<file path="src/sv/tchb_pkg.sv">
// Shared constants, types and codes for the touch contact history buffer.
package tchb_pkg;

	localparam int CONTACTS   = 10;
	localparam int RING_DEPTH = 32;
	localparam int READ_COUNT = 16;

	localparam int CID_W  = (CONTACTS > 1) ? $clog2(CONTACTS) : 1;
	localparam int RI_W   = (RING_DEPTH > 1) ? $clog2(RING_DEPTH) : 1;
	localparam int FILL_W = $clog2(RING_DEPTH + 1);
	localparam int CNT_W  = $clog2(READ_COUNT + 1);
	localparam int K_W    = (READ_COUNT > 1) ? $clog2(READ_COUNT) : 1;
	localparam int AW     = $clog2(CONTACTS * RING_DEPTH);
	localparam int RD_OFF = READ_COUNT % RING_DEPTH;

	localparam int OQ_DEPTH = 3;
	localparam int OQ_PW    = $clog2(OQ_DEPTH);
	localparam int OQ_CW    = $clog2(OQ_DEPTH + 1);

	localparam int FRAME_W = 8;

	localparam logic [1:0] OP_PRESS   = 2'd0;
	localparam logic [1:0] OP_RELEASE = 2'd1;
	localparam logic [1:0] OP_READ    = 2'd2;

	localparam logic [1:0] ST_RELEASE = 2'd0;
	localparam logic [1:0] ST_ENTER   = 2'd1;
	localparam logic [1:0] ST_MOVE    = 2'd2;

	typedef struct packed {
		logic [FRAME_W-1:0] frame;
		logic [1:0]         status;
		logic [31:0]        x;
		logic [31:0]        y;
		logic [15:0]        pressure;
		logic [15:0]        minor;
		logic [15:0]        major;
	} hist_entry_t;

	typedef struct packed {
		hist_entry_t entry;
		logic        last;
	} out_item_t;

	typedef struct packed {
		logic accept;
		logic do_press;
		logic do_release;
		logic read_start;
		logic read_issue;
	} tchb_cmd_t;

	typedef struct packed {
		logic [1:0] op;
		logic       id_ok;
		logic       slot_ok;
		logic       credit;
		logic       read_last;
	} tchb_sts_t;

endpackage

</file>
<file path="src/sv/tchb_ctrl.sv">
// Control sequencer: takes an item, runs the update or the history read.
module tchb_ctrl
	import tchb_pkg::*;
(
	input  logic      clk,
	input  logic      arst_n,
	input  logic      in_valid,
	output logic      in_stall,
	input  tchb_sts_t sts,
	output tchb_cmd_t cmd
);

	localparam logic [1:0] S_IDLE = 2'd0;
	localparam logic [1:0] S_EXEC = 2'd1;
	localparam logic [1:0] S_READ = 2'd2;

	logic [1:0] state_q;
	logic [1:0] state_n;

	assign in_stall = (state_q != S_IDLE);

	always_comb begin
		cmd     = '0;
		state_n = state_q;
		case (state_q)
			S_IDLE: begin
				if (in_valid) begin
					cmd.accept = 1'b1;
					state_n    = S_EXEC;
				end
			end
			S_EXEC: begin
				state_n = S_IDLE;
				case (sts.op)
					OP_PRESS:   cmd.do_press   = sts.id_ok;
					OP_RELEASE: cmd.do_release = sts.id_ok;
					OP_READ: begin
						if (sts.slot_ok) begin
							cmd.read_start = 1'b1;
							state_n        = S_READ;
						end
					end
					default: ;
				endcase
			end
			S_READ: begin
				if (sts.credit) begin
					cmd.read_issue = 1'b1;
					if (sts.read_last)
						state_n = S_IDLE;
				end
			end
			default: state_n = S_IDLE;
		endcase
	end

	always_ff @(posedge clk or negedge arst_n) begin
		if (!arst_n)
			state_q <= S_IDLE;
		else
			state_q <= state_n;
	end

endmodule

</file>
<file path="config.mk">
export PLATFORM = sky130hd
export DESIGN_NAME = tchb_ctrl
export DESIGN_NICKNAME = d
export VERILOG_FILES = /design/src/sv/tchb_pkg.sv /design/src/sv/tchb_ctrl.sv
export SDC_FILE = /design/constraint.sdc
export NUM_CORES = 1
export LEC_CHECK = 0
export ABC_AREA = 1
export BUFFER_PORTS_ARGS = -buffer_cell sky130_fd_sc_hd__buf_2
export CORE_AREA = 2 2 39 41
export DETAILED_ROUTE_END_ITERATION = 10
export DIE_AREA = 0 0 41 43
export PLACE_DENSITY = 0.43
export SKIP_LAST_GASP = 1
export SLEW_MARGIN = 15
export SYNTH_ARGS = -nofsm -noshare
export SYNTH_HDL_FRONTEND = slang
export SYNTH_SLANG_ARGS = --single-unit
</file>
<file path="constraint.sdc">
create_clock -name clk -period 1.4 [get_ports clk]
set_clock_uncertainty 0.15 [all_clocks]
set_input_delay 0 -clock clk [delete_from_list [all_inputs] [get_ports clk]]
set_output_delay 0 -clock clk [all_outputs]
set_load 0.01 [all_outputs]
</file>
Word level (Yosys, flattened, before mapping)
Index checks and enable logic that the tools add are counted.
- bits in registers: 2
- bits of input ports: 9
- eq/ne operators: 7
- muxes and demuxes: 15
- reductions and logical operators: 4
- operators with widths (kind ; number):
    $mux 2 ; 5
    $mux 1 ; 8
    $ne 2x2->1 const B ; 3
    $pmux 2 s3 ; 1
    $eq 2x1->1 const B ; 2
    $eq 2x2->1 const B ; 2
    $logic_not 2->1 ; 2
    $mux 3 ; 1
    $reduce_and 3->1 ; 1
    $reduce_bool 2->1 ; 1

Depth between registers and ports, before layout
Gate-level depths: netlist (run 1).
- depth after elaboration: 3
- gate-level depth with buffers: 5
- mapped depth without buffers: 4

Worst setup path before layout (run 1)
OpenSTA, ideal clock, no wires.
- kind: register -> output
- from: register state_q[1]
- to: output cmd[2] in the netlist's numbering
- arrival: 760 ps
- required time: 1250 ps
- path slack: 490 ps
- cell stages (with the launch flop): 4
- buffers on the path: 0
- path through: dfrtp_1 inv_1 nand2_1 nor3_1
- RTL lines (what ; RTL line ; source):
    from (decl) ; tchb_ctrl.sv:17 ; logic [1:0] state_q;
    from (signal assigned) ; tchb_ctrl.sv:61 ; state_q <= state_n;
    to (decl) ; tchb_ctrl.sv:10 ; output tchb_cmd_t cmd

Worst setup path after layout (run 1)
- from: input sts[0] in the netlist's numbering
- to: register state_q[1]
- cells in the longest elaborated chain, start to end: 2
- RTL lines (what ; RTL line ; source):
    from (decl) ; tchb_ctrl.sv:9 ; input tchb_sts_t sts,
    $ne 2x2->1 (no source line) ; -- ;
    $reduce_and 3->1 (no source line) ; -- ;
Every way passes these cells.
A chain may end at the register's enable or synchronous reset.

==> results.yml, run 1 <==
critical_path:
  required_ns: 1.35
  worstSetupPathType: "in2reg"
  cp.arrival_ns: 1.24
  endpoint_kind: "register"
  cp_max_fo: 1
  setup.worst_path.start_class: "input pin"
placement:
  gp_congestion: 0.567
  placedCellCount: 53
  dp_hpwl_um: 315
  portBuffers: 14
  dp_slack_ns: 0.441
timing:
  fin_ws_ns: 0.117
  fmax_mhz: 780
  setup_tns_ns: 0
  rsz0062_at_grt: "false"
  tightestPinTransition_ns: 0.138
  finalSetupViolCount: 0
  maxSlewHeadroom: 0.907
  finalHoldViolations: 1
  finalCriticalPeriod_ns: 1.28
  hold_slack_ns: -0.00166
  drv_slew: 0
  finalCritPeriodShare: 0.916
synth:
  synth_seq_cells: 2
  ys.flop_type: "dfrtp_1"
  synth_fa_ha_area_frac: 0
  ys.warnings.count: 0
  synth_top_family_by_area: "simple AND/OR/NAND/NOR gates"
  synth_top_area_frac: 0.345
  synth-xor-area-share: 0
  synth_commonest_cells: "6 x inv_1, 6 x nand2_1, 3 x nor2_1"
  synth-simple-area-share: 0.422
  syn-num-nets: 33
  async_flop_share: 1.00
  synth-compound-area-share: 0
  ys_types: 9
  syn_area_per_cell_um2: 6.05
  ys_top_cells_by_area: "dfrtp_1 34%, inv_1 16%, nand2_1 16%"
  yosysTopAreaCell: "dfrtp_1"
  synth_area_um2: 145
  synthMuxAreaShare: 0
  ys_seq_area_frac: 0.345
  synth-edff-count: 0
  syn_inst: 24
pwr:
  p_leak_nw: 0.195
  internal_power_mw: 0.189
  clockPowerShare: 0.498
  sw_frac_of_total: 0.251
  irDropWorstVdd_mv: 0.331
  switchingPower_mw: 0.0634
  combPwrFrac: 0.239
  p_seq_frac: 0.263
  power_mw: 0.253
  p_per_area_nw_per_um2: 828
floorplan:
  start_util: 0.105
  ios: 15
  core_um2: 1380
  fp-row-count: 14
  die_w_um: 41
  die-area_um2: 1760
  die_h_um: 43
cts:
  cts_resized: 0
  cts_setup_buffers: 0
  tritoncts: "done"
  cts_made_buffers: 3
  clock_latency_ns: 0.22
  clockBufferDepth: 2
  h-tree-depth: 1
  clock_sinks: 2
  cts_root_buffer: "clkbuf_4"
  clkTransAtPathRegs_ns: 0.03
grt:
  antenna_found_initial: 0
  grt-ovfl-total: 0
  track_usage: 0.0583
  grt_pass1_wl_um: 648
  grt_pass1_vias: 206
  grt_max_degree: 5
finish:
  largest_register_ffs: 2
  fin_cells: 61
  layout.nets: 56
  area_growth_pct: 110
  regMostFlops: "state_q"
  largestRegisters: "state_q (2)"
  antenna_cells: 0
  drive_gt1_frac: 0.400
  nFillCells: 172
min_path:
  min_path_type: "in2reg"
job:
  maxCapViolations: 0
drt:
  routedWlPerCell_um: 6.62
  route.detailed.drc: 0
  drtIter0Drc: 0
  postRouteWirelength_um: 404
  viasPerCell: 3.39
  vias: 207
  drtPass1Iterations: 1
  ant_nets: 0
status:
  violations: "negative hold slack"
  outcome: "complete, but fails checks"
## worst max-delay path, stage by stage
cell and delay (ns):
dlygate4sd3_1 0.53, nand2_1 0.05, dlygate4sd3_1 0.54, nand3_1 0.07, nand2_1 0.05
## stage by stage
step | utilization | area (um2)
global placement | 0.165 | 228
floorplan | - | 145
detailed placement | 0.165 | 228
CTS | 0.224 | 310
finish | 0.221 | 305
global route | 0.221 | 305
## path summary, 6_finish.rpt
path | start | endpoint | slack (ns) | cells after the start
min | sts[2] | state_q[1] | -0.002 | 5
min reg2reg | state_q[1] | state_q[1] | 0.41 | 2
max reg2reg | state_q[0] | state_q[1] | 0.49 | 4
max | sts[0] | state_q[1] | 0.12 | 5
max in group asynchronous | arst_n | state_q[1] | 0.50 | 3
min in group asynchronous | arst_n | state_q[0] | 0.47 | 3
## metal layers
metal  part of all wire  wire length, um  vias to the layer above  global-route usage
met1               0.40              162                       86              0.0484
met4                  0                0                        0              0.0600
met2               0.50              201                        8              0.0875
met3              0.099               40                        0              0.0314
met5                  0                0                        -                   0
li1                   -                -                      113                   -
## cell families (layout without fill, tap and decap cells)
kind of cell / count (synthesis) / after routing
buffers and inverters: 8 / 29
and+or+nand+nor: 14 / 14
DFF: 2 / 2
## cell type report
class,count,area (um2),share of cell area
clock buffers,3,22.5,0.0738
repair buffers,19,125,0.410
inverters,7,26.3,0.0861
well taps,16,20.0,0.0656
flip-flops and latches,2,50.0,0.164
multi-input cells,14,61.3,0.201
## power by group through the flow
stage | Sequential [mW] | Clock, mW | Combinational, mW
floorplan | 0.0663 | 0 | 0.0267
global placement | 0.0670 | 0 | 0.0502
detailed placement | 0.0671 | 0 | 0.0502
CTS | 0.0665 | 0.136 | 0.0629
global route | 0.0672 | 0.140 | 0.0687
finish | 0.0666 | 0.126 | 0.0604
## layout by cell type (no fill, tap or decap)
cell type | synthesis | layout
buf_2 | 0 | 13
and3_2 | 1 | 1
clkbuf_4 | 0 | 3
nand2_1 | 6 | 6
dfrtp_1 | 2 | 2
nor2_1 | 3 | 3
inv_1 | 6 | 6
inv_2 | 1 | 1
dlygate4sd3_1 | 0 | 6
nand3_1 | 2 | 2
nor3_1 | 2 | 2
## timing repair
item,4_1_cts,5_1_grt
hold buffers,6,0
endpoints found under the hold margin,4,0
setup endpoints to repair,0,1
No activity file was read; power rests on OpenSTA's default activity.
==> run 2: changes to the inputs <==
==> constraint.sdc (replaced) <==
create_clock -name clk -period 1.4 [get_ports clk]
set_clock_uncertainty 0.15 [all_clocks]
set_input_delay 0.28 -clock clk [delete_from_list [all_inputs] [get_ports clk]]
set_output_delay 0.28 -clock clk [all_outputs]
set_load 0.01 [all_outputs]
==> results.yml, run 2 (synthesis gave the netlist of run 1 again) <==
critical_path:
  endpoint_kind: "primary output"
  ff2ff_path_depth: 4
  setup.worst_path.start_class: "register"
  cp.arrival_ns: 1.01
  cp_max_fo: 4
  rr_endpoint: "state_q[1]"
  worstSetupPathType: "reg2out"
  required_ns: 0.97
  r2r-start: "state_q[0]"
  r2r_slack_ns: 0.49
timing:
  fmax_mhz: 694
  fin_ws_ns: -0.0413
  rsz0062_at_grt: "true"
  finalCritPeriodShare: 1.03
  finalCriticalPeriod_ns: 1.44
  finalHoldViolations: 0
  drv_slew: 0
  maxSlewHeadroom: 0.914
  finalSetupViolCount: 4
  tightestPinTransition_ns: 0.129
cts:
  cts_made_buffers: 3
  cts_root_buffer: "clkbuf_4"
  clock_sinks: 2
  tritoncts: "done"
  clock_latency_ns: 0.23
  clockBufferDepth: 2
  clkTransAtPathRegs_ns: 0.03
  h-tree-depth: 1
grt:
  antenna_found_initial: 0
  grt_pass1_vias: 159
  grt_max_degree: 5
  track_usage: 0.0502
  grt_pass1_wl_um: 531
  grt-ovfl-total: 0
pwr:
  clockPowerShare: 0.501
  switchingPower_mw: 0.0690
  p_leak_nw: 0.186
  combPwrFrac: 0.239
  irDropWorstVdd_mv: 0.197
  p_seq_frac: 0.260
  internal_power_mw: 0.186
  p_per_area_nw_per_um2: 903
  sw_frac_of_total: 0.270
min_path:
  min_path_type: "in2reg"
  hold_path_depth: 3
  min_from: "in_valid"
  min_to: "state_q[0]"
status:
  violations: "negative setup slack"
  outcome: "complete, but fails checks"
drt:
  drtPass1Iterations: 4
  postRouteWirelength_um: 393
  route.detailed.drc: 0
  ant_nets: 0
  vias: 193
  viasPerCell: 3.33
  drtIter0Drc: 3
  routedWlPerCell_um: 6.78
finish:
  area_growth_pct: 94.8
  layout_commonest_cell: "buf_2"
  drive_gt1_frac: 0.595
  largestRegisters: "state_q (2)"
  layout_common_cells: "14 x buf_2, 5 x inv_1, 4 x nand2_1"
  largest_register_ffs: 2
  regMostFlops: "state_q"
  fin_cells: 58
  layout.nets: 53
  nFillCells: 175
  antenna_cells: 0
floorplan:
  die_w_um: 41
  fp-row-count: 14
  die_h_um: 43
  start_util: 0.105
  die-area_um2: 1760
  core_um2: 1380
  ios: 15
placement:
  gp_congestion: 0.562
  placedCellCount: 53
  dp_slack_ns: 0.173
  portBuffers: 14
job:
  maxCapViolations: 0
run 2: cell count changes in the layout (fill, tap and decap cells not counted), sizes merged:
cell         previous run  this run
dlygate4sd3             6         1
buf                    13        15
run 2: final cells by class:
type                       instances  area, um2  share of cell area
tap                               16       20.0              0.0708
clock buffer                       3       22.5              0.0796
inverter                           7       26.3              0.0929
multi-input combinational         14       76.3               0.270
timing repair buffer              16       87.6               0.310
sequential                         2       50.0               0.177
run 2: metal layers:
metal,up-vias,track usage,part of all wire
li1,105,-,-
met1,80,0.0418,0.35
met2,8,0.0688,0.53
met3,0,0.0314,0.12
met4,0,0.0600,0
met5,-,0,0
run 2: how the worst max path moves through the flow:
stage                     slack, ns  depth (start not counted)  startpoint     end
after global routing          -0.11                          4  state_q[1]  cmd[1]
after global placement         0.18                          4  state_q[1]  cmd[2]
final                         -0.04                          4  state_q[1]  cmd[1]
after floorplan                0.21                          3  state_q[1]  cmd[2]
after detailed placement       0.17                          4  state_q[1]  cmd[3]
after CTS                     -0.08                          4  state_q[1]  cmd[3]
run 2: timing repair:
item                                   in CTS  in global routing
setup buffers                               0                  1
setup endpoints to repair                   4                  5
hold buffers                                1                  0
pin swaps                                   3                  4
endpoints found under the hold margin       2                  0
gates resized for setup                     2                  3
run 2: critical path: stages, from the launching register on:
cell and delay, ns:
dfrtp_1 0.40, nor2_1 0.12, nand3_1 0.10, inv_1 0.06, buf_2 0.12
run 2: power by group through the flow:
stage / Sequential (mW) / Combinational (mW) / Clock, mW
5_1_grt: 0.0670 / 0.0676 / 0.142
4_1_cts: 0.0665 / 0.0546 / 0.138
6_report: 0.0664 / 0.0610 / 0.128
2_1_floorplan: 0.0663 / 0.0267 / 0
3_3_place_gp: 0.0673 / 0.0496 / 0
3_5_place_dp: 0.0669 / 0.0500 / 0
run 2: metrics by stage:
| step | power [mW] | hold WS [ns] | util | setup TNS (ns) | instance area [um2] |
|---|---|---|---|---|---|
| after floorplan | 0.0930 | -0.166 | - | 0 | 145 |
| after global placement | 0.117 | -0.0833 | 0.165 | 0 | 228 |
| after detailed placement | 0.117 | -0.0812 | 0.165 | 0 | 228 |
| after CTS | 0.259 | 0.132 | 0.190 | -0.220 | 263 |
| after global routing | 0.277 | 0.140 | 0.204 | -0.424 | 283 |
| final | 0.255 | 0.144 | 0.204 | -0.105 | 283 |
